$ cat src/sv/capm_pkg.sv
`timescale 1ns / 1ps
// ----------------------------------------------------------------------------
// capm_pkg
// shared types and constants of the capture pair frequency meter
// ----------------------------------------------------------------------------
package capm_pkg;

   localparam int CAPTURE_W = 16;
   localparam int TOP_W     = 16;
   localparam int CLOCK_W   = 24;
   localparam int PERIOD_W  = 17;
   localparam int FREQ_W    = 16;
   localparam int DIV_STEPS = CLOCK_W;
   localparam int STEP_W    = 5;
   localparam int ADDR_W    = 3;

   localparam logic [TOP_W-1:0]   TOP_RESET   = 16'd1388;
   localparam logic [CLOCK_W-1:0] CLOCK_RESET = 24'(16000000 / 64);
   localparam logic [FREQ_W-1:0]  FREQ_MAX    = 16'hFFFF;

   // register index, taken from the word address bit
   localparam logic REG_COUNTER_TOP    = 1'b0;
   localparam logic REG_COUNT_CLOCK_HZ = 1'b1;

   typedef struct packed {
      logic [TOP_W-1:0]   counter_top;
      logic [CLOCK_W-1:0] count_clock_hz;
   } cfg_type;

   typedef enum logic [1:0] {
      S_IDLE,
      S_DIV,
      S_LOAD
   } back_state_type;

endpackage

$ cat src/sv/capm_front.sv
`timescale 1ns / 1ps
// ----------------------------------------------------------------------------
// capm_front
// pairs up capture beats and works out the period of each pair
// ----------------------------------------------------------------------------
module capm_front import capm_pkg::*; (
   input  logic                 clock,
   input  logic                 reset,
   input  cfg_type              cfg,
   input  logic                 req_valid,
   output logic                 req_ready,
   input  logic [CAPTURE_W-1:0] req_capture_value,
   output logic                 push_valid,
   input  logic                 push_ready,
   output logic [PERIOD_W-1:0]  push_period
);

   logic [TOP_W-1:0] first_stamp_ff, first_stamp_in;
   logic             have_first_ff, have_first_in;
   logic [TOP_W-1:0] stamp;
   logic             accept;

   assign stamp = (req_capture_value > cfg.counter_top) ? cfg.counter_top
                                                         : req_capture_value;

   assign req_ready  = !have_first_ff || push_ready;
   assign push_valid = req_valid && have_first_ff;
   assign accept     = req_valid && req_ready;

   always_comb begin
      if (first_stamp_ff < stamp) begin
         push_period = PERIOD_W'(stamp) - PERIOD_W'(first_stamp_ff);
      end else begin
         // count went across the wrap
         push_period = PERIOD_W'(cfg.counter_top) + PERIOD_W'(1)
                       - PERIOD_W'(first_stamp_ff) + PERIOD_W'(stamp);
      end
   end

   always_comb begin
      first_stamp_in = first_stamp_ff;
      have_first_in  = have_first_ff;
      if (accept) begin
         if (!have_first_ff) begin
            first_stamp_in = stamp;
            have_first_in  = 1'b1;
         end else begin
            have_first_in = 1'b0;
         end
      end
   end

   always_ff @(posedge clock) begin
      if (reset) begin
         first_stamp_ff <= '0;
         have_first_ff  <= 1'b0;
      end else begin
         first_stamp_ff <= first_stamp_in;
         have_first_ff  <= have_first_in;
      end
   end

endmodule

$ cat src/sv/capm_queue.sv
`timescale 1ns / 1ps
// ----------------------------------------------------------------------------
// capm_queue
// short fifo of periods between the pairing front and the divider
// ----------------------------------------------------------------------------
module capm_queue import capm_pkg::*; #(
   parameter int DEPTH = 2
) (
   input  logic                clock,
   input  logic                reset,
   input  logic                in_valid,
   output logic                in_ready,
   input  logic [PERIOD_W-1:0] in_data,
   output logic                out_valid,
   input  logic                out_ready,
   output logic [PERIOD_W-1:0] out_data
);

   localparam int PTR_W = (DEPTH > 1) ? $clog2(DEPTH) : 1;
   localparam int CNT_W = $clog2(DEPTH + 1);
   localparam logic [PTR_W-1:0] LAST_PTR = PTR_W'(DEPTH - 1);
   localparam logic [CNT_W-1:0] FULL_CNT = CNT_W'(DEPTH);

   logic [PERIOD_W-1:0] mem [DEPTH];
   logic [PTR_W-1:0]    wr_ptr_ff, wr_ptr_in;
   logic [PTR_W-1:0]    rd_ptr_ff, rd_ptr_in;
   logic [CNT_W-1:0]    count_ff, count_in;
   logic                push, pop;

   assign in_ready  = count_ff != FULL_CNT;
   assign out_valid = count_ff != '0;
   assign out_data  = mem[rd_ptr_ff];
   assign push      = in_valid && in_ready;
   assign pop       = out_valid && out_ready;

   always_comb begin
      wr_ptr_in = wr_ptr_ff;
      rd_ptr_in = rd_ptr_ff;
      count_in  = count_ff;
      if (push) begin
         wr_ptr_in = (wr_ptr_ff == LAST_PTR) ? '0 : wr_ptr_ff + PTR_W'(1);
      end
      if (pop) begin
         rd_ptr_in = (rd_ptr_ff == LAST_PTR) ? '0 : rd_ptr_ff + PTR_W'(1);
      end
      if (push && !pop) begin
         count_in = count_ff + CNT_W'(1);
      end else if (pop && !push) begin
         count_in = count_ff - CNT_W'(1);
      end
   end

   always_ff @(posedge clock) begin
      if (push) begin
         mem[wr_ptr_ff] <= in_data;
      end
   end

   always_ff @(posedge clock) begin
      if (reset) begin
         wr_ptr_ff <= '0;
         rd_ptr_ff <= '0;
         count_ff  <= '0;
      end else begin
         wr_ptr_ff <= wr_ptr_in;
         rd_ptr_ff <= rd_ptr_in;
         count_ff  <= count_in;
      end
   end

   a_count_bound: assert property (@(posedge clock) disable iff (reset)
      count_ff <= FULL_CNT)
      else $error("queue count beyond depth");

   a_no_overfill: assert property (@(posedge clock) disable iff (reset)
      (count_ff == FULL_CNT && !pop) |-> !push)
      else $error("push into full queue");

endmodule

$ cat src/sv/capm_back.sv
`timescale 1ns / 1ps
// ----------------------------------------------------------------------------
// capm_back
// restoring divider, count clock over period, with saturated result register
// ----------------------------------------------------------------------------
module capm_back import capm_pkg::*; (
   input  logic                clock,
   input  logic                reset,
   input  cfg_type             cfg,
   input  logic                pop_valid,
   output logic                pop_ready,
   input  logic [PERIOD_W-1:0] pop_period,
   output logic                rsp_valid,
   input  logic                rsp_ready,
   output logic [PERIOD_W-1:0] rsp_period_ticks,
   output logic [FREQ_W-1:0]   rsp_frequency_hz
);

   localparam logic [STEP_W-1:0] LAST_STEP = STEP_W'(DIV_STEPS - 1);

   back_state_type      state_ff, state_in;
   logic [STEP_W-1:0]   step_ff, step_in;
   logic [PERIOD_W-1:0] divisor_ff, divisor_in;
   logic [PERIOD_W-1:0] rem_ff, rem_in;
   logic [CLOCK_W-1:0]  quo_ff, quo_in;
   logic [PERIOD_W:0]   rem_shift;
   logic [PERIOD_W+1:0] diff;
   logic                start, load_out;
   logic                rsp_valid_ff, rsp_valid_in;
   logic [PERIOD_W-1:0] rsp_period_ff;
   logic [FREQ_W-1:0]   rsp_freq_ff, freq_sat;

   // next state
   always_comb begin
      state_in = state_ff;
      case (state_ff)
         S_IDLE: begin
            if (pop_valid) state_in = S_DIV;
         end
         S_DIV: begin
            if (step_ff == LAST_STEP) state_in = S_LOAD;
         end
         S_LOAD: begin
            if (!rsp_valid_ff || rsp_ready) state_in = S_IDLE;
         end
         default: state_in = S_IDLE;
      endcase
   end

   // state outputs
   always_comb begin
      start    = 1'b0;
      load_out = 1'b0;
      case (state_ff)
         S_IDLE:  start    = pop_valid;
         S_DIV:   ;
         S_LOAD:  load_out = !rsp_valid_ff || rsp_ready;
         default: ;
      endcase
   end

   assign pop_ready = start;

   // one quotient bit per cycle, dividend shifts out of the quotient register
   assign rem_shift = {rem_ff, quo_ff[CLOCK_W-1]};
   assign diff      = {1'b0, rem_shift} - {2'b00, divisor_ff};

   always_comb begin
      step_in    = step_ff;
      divisor_in = divisor_ff;
      rem_in     = rem_ff;
      quo_in     = quo_ff;
      if (start) begin
         step_in    = '0;
         divisor_in = pop_period;
         rem_in     = '0;
         quo_in     = cfg.count_clock_hz;
      end else if (state_ff == S_DIV) begin
         step_in = step_ff + STEP_W'(1);
         if (diff[PERIOD_W+1]) begin
            rem_in = rem_shift[PERIOD_W-1:0];
         end else begin
            rem_in = diff[PERIOD_W-1:0];
         end
         quo_in = {quo_ff[CLOCK_W-2:0], ~diff[PERIOD_W+1]};
      end
   end

   assign freq_sat = (|quo_ff[CLOCK_W-1:FREQ_W]) ? FREQ_MAX : quo_ff[FREQ_W-1:0];

   always_comb begin
      rsp_valid_in = rsp_valid_ff;
      if (load_out) begin
         rsp_valid_in = 1'b1;
      end else if (rsp_ready) begin
         rsp_valid_in = 1'b0;
      end
   end

   always_ff @(posedge clock) begin
      step_ff    <= step_in;
      divisor_ff <= divisor_in;
      rem_ff     <= rem_in;
      quo_ff     <= quo_in;
      if (load_out) begin
         rsp_period_ff <= divisor_ff;
         rsp_freq_ff   <= freq_sat;
      end
   end

   always_ff @(posedge clock) begin
      if (reset) begin
         state_ff     <= S_IDLE;
         rsp_valid_ff <= 1'b0;
      end else begin
         state_ff     <= state_in;
         rsp_valid_ff <= rsp_valid_in;
      end
   end

   assign rsp_valid        = rsp_valid_ff;
   assign rsp_period_ticks = rsp_period_ff;
   assign rsp_frequency_hz = rsp_freq_ff;

   a_start_div: assert property (@(posedge clock) disable iff (reset)
      start |=> (state_ff == S_DIV && step_ff == '0))
      else $error("divider did not start cleanly");

   a_divisor_nonzero: assert property (@(posedge clock) disable iff (reset)
      (state_ff == S_DIV) |-> (divisor_ff != '0))
      else $error("zero period reached divider");

   a_step_bound: assert property (@(posedge clock) disable iff (reset)
      (state_ff == S_DIV) |-> (step_ff <= LAST_STEP))
      else $error("divider step count overrun");

   a_load_sets_valid: assert property (@(posedge clock) disable iff (reset)
      load_out |=> (rsp_valid_ff && state_ff == S_IDLE))
      else $error("result load lost");

endmodule

$ cat src/sv/capture_pair_frequency_meter.sv
`timescale 1ns / 1ps
// ----------------------------------------------------------------------------
// capture_pair_frequency_meter
// pairs input-capture timestamps and reports period and frequency
// ----------------------------------------------------------------------------
//  channel | ports                                   | beat
//  --------+-----------------------------------------+---------------------------
//  req     | req_valid/req_ready, req_capture_value  | one timer capture
//  rsp     | rsp_valid/rsp_ready, rsp_period_ticks,  | one result per capture pair
//          | rsp_frequency_hz                        |
//  csr     | psel/penable/pwrite/paddr/pwdata/prdata | counter_top @0, count_clock_hz @4
//
//  flow: the first beat of a pair is always taken; the second beat of a pair
//  queues its period, and the divider pops it, works out the quotient bit by
//  bit and loads the result register before it takes the next period
//  reset: synchronous, clears pairing state, queue, divider state and rsp_valid
//  stalls: a full period queue holds off only the second beat of a pair;
//  a stalled rsp beat holds the divider in its load cycle
// ----------------------------------------------------------------------------
module capture_pair_frequency_meter import capm_pkg::*; #(
   parameter int QUEUE_DEPTH = 2
) (
   input  logic                 clock,
   input  logic                 reset,
   // capture input
   input  logic                 req_valid,
   output logic                 req_ready,
   input  logic [CAPTURE_W-1:0] req_capture_value,
   // result output
   output logic                 rsp_valid,
   input  logic                 rsp_ready,
   output logic [PERIOD_W-1:0]  rsp_period_ticks,
   output logic [FREQ_W-1:0]    rsp_frequency_hz,
   // register port
   input  logic                 psel,
   input  logic                 penable,
   input  logic                 pwrite,
   input  logic [ADDR_W-1:0]    paddr,
   input  logic [31:0]          pwdata,
   output logic [31:0]          prdata,
   output logic                 pready
);

   cfg_type             cfg_ff, cfg_in;
   logic                csr_write;
   logic                push_valid, push_ready;
   logic [PERIOD_W-1:0] push_period;
   logic                pop_valid, pop_ready;
   logic [PERIOD_W-1:0] pop_period;

   // register file, always ready, word address bit picks the register
   assign pready    = 1'b1;
   assign csr_write = psel && penable && pwrite && pready;

   always_comb begin
      cfg_in = cfg_ff;
      if (csr_write) begin
         case (paddr[2])
            REG_COUNTER_TOP:    cfg_in.counter_top    = pwdata[TOP_W-1:0];
            REG_COUNT_CLOCK_HZ: cfg_in.count_clock_hz = pwdata[CLOCK_W-1:0];
            default: ;
         endcase
      end
   end

   always_comb begin
      case (paddr[2])
         REG_COUNTER_TOP:    prdata = 32'(cfg_ff.counter_top);
         REG_COUNT_CLOCK_HZ: prdata = 32'(cfg_ff.count_clock_hz);
         default:            prdata = '0;
      endcase
   end

   always_ff @(posedge clock) begin
      if (reset) begin
         cfg_ff.counter_top    <= TOP_RESET;
         cfg_ff.count_clock_hz <= CLOCK_RESET;
      end else begin
         cfg_ff <= cfg_in;
      end
   end

   // front: clamp, pair up, period
   capm_front u_front (
      .clock             (clock),
      .reset             (reset),
      .cfg               (cfg_ff),
      .req_valid         (req_valid),
      .req_ready         (req_ready),
      .req_capture_value (req_capture_value),
      .push_valid        (push_valid),
      .push_ready        (push_ready),
      .push_period       (push_period)
   );

   // period queue decouples pairing from division
   capm_queue #(
      .DEPTH (QUEUE_DEPTH)
   ) u_queue (
      .clock     (clock),
      .reset     (reset),
      .in_valid  (push_valid),
      .in_ready  (push_ready),
      .in_data   (push_period),
      .out_valid (pop_valid),
      .out_ready (pop_ready),
      .out_data  (pop_period)
   );

   // back: iterative divide and result register
   capm_back u_back (
      .clock            (clock),
      .reset            (reset),
      .cfg              (cfg_ff),
      .pop_valid        (pop_valid),
      .pop_ready        (pop_ready),
      .pop_period       (pop_period),
      .rsp_valid        (rsp_valid),
      .rsp_ready        (rsp_ready),
      .rsp_period_ticks (rsp_period_ticks),
      .rsp_frequency_hz (rsp_frequency_hz)
   );

endmodule

$ cat config.mk
export PLATFORM = sky130hd
export DESIGN_NAME = capture_pair_frequency_meter
export DESIGN_NICKNAME = d
export VERILOG_FILES = /design/src/sv/capm_pkg.sv /design/src/sv/capm_front.sv /design/src/sv/capm_queue.sv /design/src/sv/capm_back.sv /design/src/sv/capture_pair_frequency_meter.sv
export SDC_FILE = /design/constraint.sdc
export NUM_CORES = 1
export LEC_CHECK = 0
export BUFFER_PORTS_ARGS = -buffer_cell sky130_fd_sc_hd__buf_4
export CORE_UTILIZATION = 53
export DETAILED_ROUTE_END_ITERATION = 8
export HOLD_SLACK_MARGIN = 0.05
export PLACE_DENSITY = 0.76
export SETUP_SLACK_MARGIN = 0.4
export SKIP_LAST_GASP = 1
export SLEW_MARGIN = 20
export SYNTH_ARGS = -nofsm -noshare
export SYNTH_HDL_FRONTEND = slang
export SYNTH_SLANG_ARGS = --single-unit
$ cat constraint.sdc
create_clock -name clock -period 5.5 [get_ports clock]
set_input_delay 1.1 -clock clock [delete_from_list [all_inputs] [get_ports clock]]
set_output_delay 1.1 -clock clock [all_outputs]
set_load 0.01 [all_outputs]
==> flow_summary.ini, run 1 <==
[synthesis]
ys_seq_area_share_pct = 46.1
synth_cell_types = 63
synth_edf_count = 108
synth_ff_type = edfxtp_1
synthArstFlopShare_pct = 0
synth_seq_cells = 194
avgSynthCellArea_um2 = 9.62
netlist_area_mm2 = 0.0108
ys_warn_count = 0
syn_inst = 1119

[global_routing]
antenna_found_initial = 0
gr-total-overflow = 0
grt_pass1_vias = 8038
grt_max_degree = 65
grt_first_pass_wirelength_um = 38900
track_usage_pct = 24.1

[finish]
fillCellCount = 1560
final_layout_size_suffix_gt1_share_pct = 22.7
finalInstanceArea_mm2 = 0.0130
area_growth_pct = 21.1
final_nets = 1404
antennaDiodeCount = 0

[placed_design]
gp_congestion = 0.847
portBuffers = 106
dp_hpwl_um = 17700
placed_area_mm2 = 0.0123

[sta]
finalMaxSlewViolations = 0
layout_min_cycle_time_ns = 5.02
tightest_slew_ns = 1.04
setup-violations-final = 0
fin_crit_sh_pct = 91.3
final_hold_viol_count = 0
rsz0062_at_grt = yes
fin_worst_skew_ns = 0.0106
slew_headroom_pct = 30.7
max_freq_mhz = 199

[worst_setup_path]
cp_common_cell = ha_4
cp-start-kind = input port
cp_slowest_cell = fa_1
slowest_delay_ns = 0.53
cp_cell_sequence = buf_8 > ha_4 > and3_4 > nand4_4 > nor3_4 > a211oi_2 > a21oi_4 > buf_12 > mux2_4 > fa_1 > ha_4 > a211o_1 > a2111oi_4 > o21bai_2 > o31ai_4 > buf_4 > o21bai_1 > a211oi_1 > nor2_1 > o21a_1
crit_family = compound AO/OA/AOI/OAI gates
regToRegSetupSlack_ns = 0.66
crit_arrival_ns = 5.20
critPathMaxFanout = 5
crit_path_end_kind = flop
path_class = in -> reg
crit_required_ns = 5.68
critPathBufInv = 3

[route]
vias_per_cell = 5.33
postRouteAntennaNets = 0
dr.pass1.iters = 5
drt_iter0_drc = 485
routed_wl_um = 23800
drc = 0
wl_per_cell_um = 15.5
vias = 8201

[job]
drv_cap = 0

[outcome]
status = complete, no violations

[die]
core_mm2 = 0.0197
die_h_um = 145
io_pins = 126
num_rows = 51
die_w_um = 145
initial_core_util_pct = 54.6
die_area_mm2 = 0.0209

[cts]
path_clk_slew_ns = 0.07
ctsRootBufferMaster = clkbuf_16
numCtsBuffers = 17
cts_max_path_buffers = 2
cts_tree = built
hold_buffers = 0
insertion_delay_ns = 0.43
cts.htree.levels = 4
cts_sinks = 194

[power]
cellPowerDensity_mw_per_mm2 = 415
vdd_ir_drop_max_uv = 228
p_leak_nw = 5.28
power_mw = 5.41

[worst_hold_path]
min_path_type = reg -> reg
==> per-stage QoR <==
| stage | std cells | hold slack [ns] | util, % | TNS [ns] | worst slack, ns |
|---|---|---|---|---|---|
| after floorplan | 1126 | 0.426 | - | 0 | 0.246 |
| after global placement | 1502 | 0.437 | 62.4 | 0 | 0.00156 |
| after detailed placement | 1502 | 0.443 | 62.5 | -0.264 | -0.0948 |
| after CTS | 1534 | 0.459 | 65.3 | 0 | 0.413 |
| after global routing | 1539 | 0.472 | 66.2 | 0 | 0.277 |
| final | 1539 | 0.459 | 66.2 | 0 | 0.481 |
==> kinds of logic after synthesis <==
| group | count (synthesis) | share of synthesized area, % |
|---|---|---|
| fa+ha+maj | 85 | 11.1 |
| simple gates | 400 | 16.6 |
| mux | 47 | 4.74 |
| compound gates | 224 | 13.2 |
| other cells | 2 | 0.0697 |
| buf+inv | 124 | 4.69 |
| xor+xnor | 43 | 3.50 |
| flops | 194 | 46.1 |
==> layer usage <==
metal	global-route usage, %	routed length, um
met3	4.40	928
met1	30.5	10600
met2	42.6	12100
met5	0	0
met4	5.71	199
==> final cells by class <==
cell class | count | area, um^2 | share of cell area (%)
Multi-Input combinational cell | 808 | 5610 | 43.0
Sequential cell | 194 | 4960 | 38.1
Timing Repair Buffer | 168 | 1310 | 10.0
Clock buffer | 19 | 433 | 3.32
Tap cell | 265 | 332 | 2.54
Inverter | 72 | 270 | 2.07
Clock inverter | 13 | 123 | 0.940
==> registers in the layout (all words and copies together) (netlist names) <==
name / flops
u_queue.rd_ptr_ff: 1
u_front.first_stamp_ff: 16
u_front.have_first_ff: 1
u_back.rsp_frequency_hz: 16
u_back.divisor_ff: 17
u_back.rsp_period_ticks: 17
u_back.rsp_valid: 1
u_back.state_ff: 2
u_back.quo_ff: 24
u_back.step_ff: 5
u_queue.mem: 34
u_queue.count_ff: 2
u_back.rem_ff: 17
cfg_ff: 40
u_queue.wr_ptr_ff: 1
==> repair_timing <==
item                                    4_1_cts  5_1_grt
pin swaps                                     0       16
setup buffers                                 0        4
endpoints found under the setup margin        2       32
gates resized for setup                       2       22
==> where the power goes <==
| group | leakage (nW) | switching (mW) | total, mW | internal (mW) |
|---|---|---|---|---|
| clock network | 0.267 | 0.587 | 1.18 | 0.598 |
| logic | 3.36 | 1.20 | 2.06 | 0.866 |
| registers | 1.65 | 0.185 | 2.16 | 1.98 |
| total | 5.28 | 1.97 | 5.41 | 3.44 |
==> synthesized netlist by cell type, drive strengths merged (13+ instances only) <==
master | n | area share, %
mux2 | 32 | 3.3
a21oi | 79 | 3.8
mux2i | 15 | 1.4
edfxtp | 108 | 30
dfxtp | 86 | 16
nand2b | 15 | 0.87
inv | 72 | 2.5
nand2 | 206 | 7.2
or2 | 19 | 1.1
xor2 | 17 | 1.4
nand3 | 13 | 0.60
xnor2 | 26 | 2.1
fa | 18 | 3.3
ha | 67 | 7.8
buf | 15 | 0.89
nor2 | 87 | 3.0
o21ai | 64 | 3.0
clkbuf | 37 | 1.3
==> worst paths after layout <==
kind                                         from                               endpoint  depth (start not counted)
hold / removal    u_back.divisor_ff[11]$_DFFE_PP_  u_back.rsp_period_ticks[11]$_DFFE_PP_                          0
setup / recovery            req_capture_value[14]           u_queue.mem[1][14]$_DFFE_PP_                         20
hold reg to reg   u_back.divisor_ff[11]$_DFFE_PP_  u_back.rsp_period_ticks[11]$_DFFE_PP_                          0
setup reg to reg          cfg_ff[38]$_SDFFE_PP0P_           u_queue.mem[1][14]$_DFFE_PP_                         20
==> placed cells by master (no fill, tap or decap), drive strengths merged, types with 8 or more instances in the layout <==
| cell | instances |
|---|---|
| nand2 | 206 |
| buf | 168 |
| edfxtp | 108 |
| nor2 | 87 |
| dfxtp | 86 |
| a21oi | 79 |
| inv | 78 |
| ha | 67 |
| o21ai | 64 |
| mux2 | 32 |
| xnor2 | 26 |
| or2 | 19 |
| clkbuf | 19 |
| fa | 18 |
| xor2 | 17 |
| mux2i | 15 |
| nand2b | 15 |
| nand3 | 13 |
| and2 | 12 |
| a211oi | 12 |
| a21o | 11 |
| o21bai | 11 |
| a211o | 9 |
| conb | 9 |
| nor3 | 8 |
(Power assumes the default switching activity.)
==> inputs of run 2 (changes only) <==
Settings changed: CORE_UTILIZATION 53 to 64, PLACE_DENSITY 0.76 to 0.86.
Clock period 5.5 ns to 6.08 ns, I/O delays scaled along.
==> flow_summary.ini, run 2 (same netlist as run 1, synthesis figures left out) <==
[placed_design]
gp_congestion = 0.888
dp_hpwl_um = 17200
portBuffers = 106
place_inst = 1420

[worst_setup_path]
cp_slowest_cell = fa_1
reg2reg_from = cfg_ff[38]$_SDFFE_PP0P_
crit_path_end_kind = flop
crit_arrival_ns = 5.70
regToRegSetupSlack_ns = 0.94
slowest_delay_ns = 0.45
critPathMaxFanout = 6
worstReg2RegEnd = u_queue.mem[0][16]$_DFFE_PP_
cp-start-kind = input port
path_class = in -> reg
cp_cell_sequence = buf_4 > ha_1 > and3_1 > nand4_2 > nor3_4 > a211oi_2 > a21oi_4 > buf_4 > mux2_2 > fa_1 > ha_1 > o21a_1 > a2111oi_4 > o21bai_2 > o31ai_2 > o21ai_0 > o21ai_1 > nand2b_1 > xnor2_1 > o21ai_0
crit_required_ns = 6.31
ff2ff_path_depth = 20

[route]
routed_wl_um = 24400
drt_iter0_drc = 626
wl_per_cell_um = 16.7
vias_per_cell = 5.83
drc = 0
vias = 8496
postRouteAntennaNets = 0
dr.pass1.iters = 7

[sta]
finalMaxSlewViolations = 0
setup-violations-final = 0
fin_worst_skew_ns = 0.0126
tightest_slew_ns = 1.03
max_freq_mhz = 183
setup_tns_ns = 0
layout_min_cycle_time_ns = 5.47
final_hold_viol_count = 0
fin_crit_sh_pct = 90.0
slew_headroom_pct = 31.3
rsz0062_at_grt = no

[global_routing]
track_usage_pct = 27.9
grt_max_degree = 65
grt_first_pass_wirelength_um = 38500
gr-total-overflow = 0
grt_pass1_vias = 8187
antenna_found_initial = 0

[finish]
final_layout_size_suffix_gt1_share_pct = 18.8
antennaDiodeCount = 0
area_growth_pct = 16.2
fin_cells = 1457
largest_registers = cfg_ff: 40 flops, u_queue.mem: 34 flops, u_back.quo_ff: 24 flops
mostFrequentLayoutCells = 206 x nand2_1, 130 x buf_4, 108 x edfxtp_1, 86 x nor2_1, 86 x dfxtp_1
largest_register_ffs = 40
largest_register = cfg_ff
layout_commonest_cell = nand2_1
final_nets = 1367

[outcome]
status = complete, no violations

[die]
core_mm2 = 0.0165
die_area_mm2 = 0.0174
initial_core_util_pct = 65.2
io_pins = 126
num_rows = 47
die_w_um = 132
die_h_um = 132

[power]
power.clock.fraction_pct = 24.2
cellPowerDensity_mw_per_mm2 = 396
p_leak_nw = 5.10
internal_power_mw = 3.14
pwr-share-comb_pct = 36.2
switching_share_pct = 36.6
power.switching_mw = 1.81
vdd_ir_drop_max_uv = 349
power_mw = 4.95
pwr-share-seq_pct = 39.6

[cts]
cts_sinks = 194
cts_max_path_buffers = 2
cts.htree.levels = 4
insertion_delay_ns = 0.44
numCtsBuffers = 17
path_clk_slew_ns = 0.08
cts_tree = built
ctsRootBufferMaster = clkbuf_16

[worst_hold_path]
min_path_type = reg -> reg
hold_start = u_back.divisor_ff[12]$_DFFE_PP_
hold-path-endpoint = u_back.rsp_period_ticks[12]$_DFFE_PP_
holdPathStages = 0

[job]
drv_cap = 0
==> run 2: final cells by class <==
class / count / area (um^2)
fill: 1065 / 4010
timing repair buffer: 131 / 991
tap: 220 / 275
clock inverter: 14 / 189
sequential: 194 / 4960
inverter: 72 / 270
multi-input combinational: 808 / 5390
clock buffer: 18 / 439
==> run 2: worst max path at each step <==
stage	startpoint	endpoint	slack, ns	cells after the start
2_1_floorplan	req_capture_value[14]	u_queue.mem[0][16]$_DFFE_PP_	0.43	19
3_3_place_gp	req_capture_value[14]	u_queue.mem[1][16]$_DFFE_PP_	0.16	19
3_5_place_dp	req_capture_value[14]	u_queue.mem[1][13]$_DFFE_PP_	0.008	18
4_1_cts	req_capture_value[14]	u_queue.mem[0][13]$_DFFE_PP_	0.43	18
5_1_grt	req_capture_value[14]	u_queue.mem[0][16]$_DFFE_PP_	0.40	22
6_report	req_capture_value[14]	u_queue.mem[0][16]$_DFFE_PP_	0.61	20
==> run 2: timing repair <==
action / 4_1_cts / 5_1_grt
resized for setup: 0 / 9
setup endpoints to repair: 0 / 10
buffers inserted: 0 / 4
endpoints found under the hold margin: 0 / 0
hold buffers: 0 / 0
==> run 2: power by group through the flow <==
| stage | Clock [mW] | Combinational [mW] | Sequential [mW] |
|---|---|---|---|
| after floorplan | 0 | 1.32 | 1.92 |
| after global placement | 0 | 1.66 | 1.97 |
| after detailed placement | 0 | 1.73 | 1.98 |
| after CTS | 1.20 | 1.76 | 1.96 |
| after global routing | 1.25 | 1.98 | 1.99 |
| final | 1.20 | 1.79 | 1.96 |
==> run 2: critical path, delay by kind of cell <==
family          cells  cell delay [ns]
buf+inv             2             0.27
fa+ha+maj           3             1.07
mux                 1             0.37
simple gates        4             0.64
xor+xnor            1             0.14
compound gates      9             1.98
==> run 2: through the flow <==
stage	worst slack (ns)	instance area (um^2)	util [%]	hold slack, ns
floorplan	0.428	10800	-	0.426
global placement	0.162	11800	71.4	0.433
detailed placement	0.00796	11800	71.4	0.433
CTS	0.429	12400	75.2	0.452
global route	0.400	12500	75.7	0.465
finish	0.610	12500	75.7	0.450
==> run 2: metal layers <==
| metal | track usage [%] | part of all wire (%) |
|---|---|---|
| met5 | 0 | 0 |
| met4 | 9.82 | 2.1 |
| met3 | 4.40 | 5.5 |
| met2 | 50.0 | 52 |
| met1 | 33.9 | 41 |
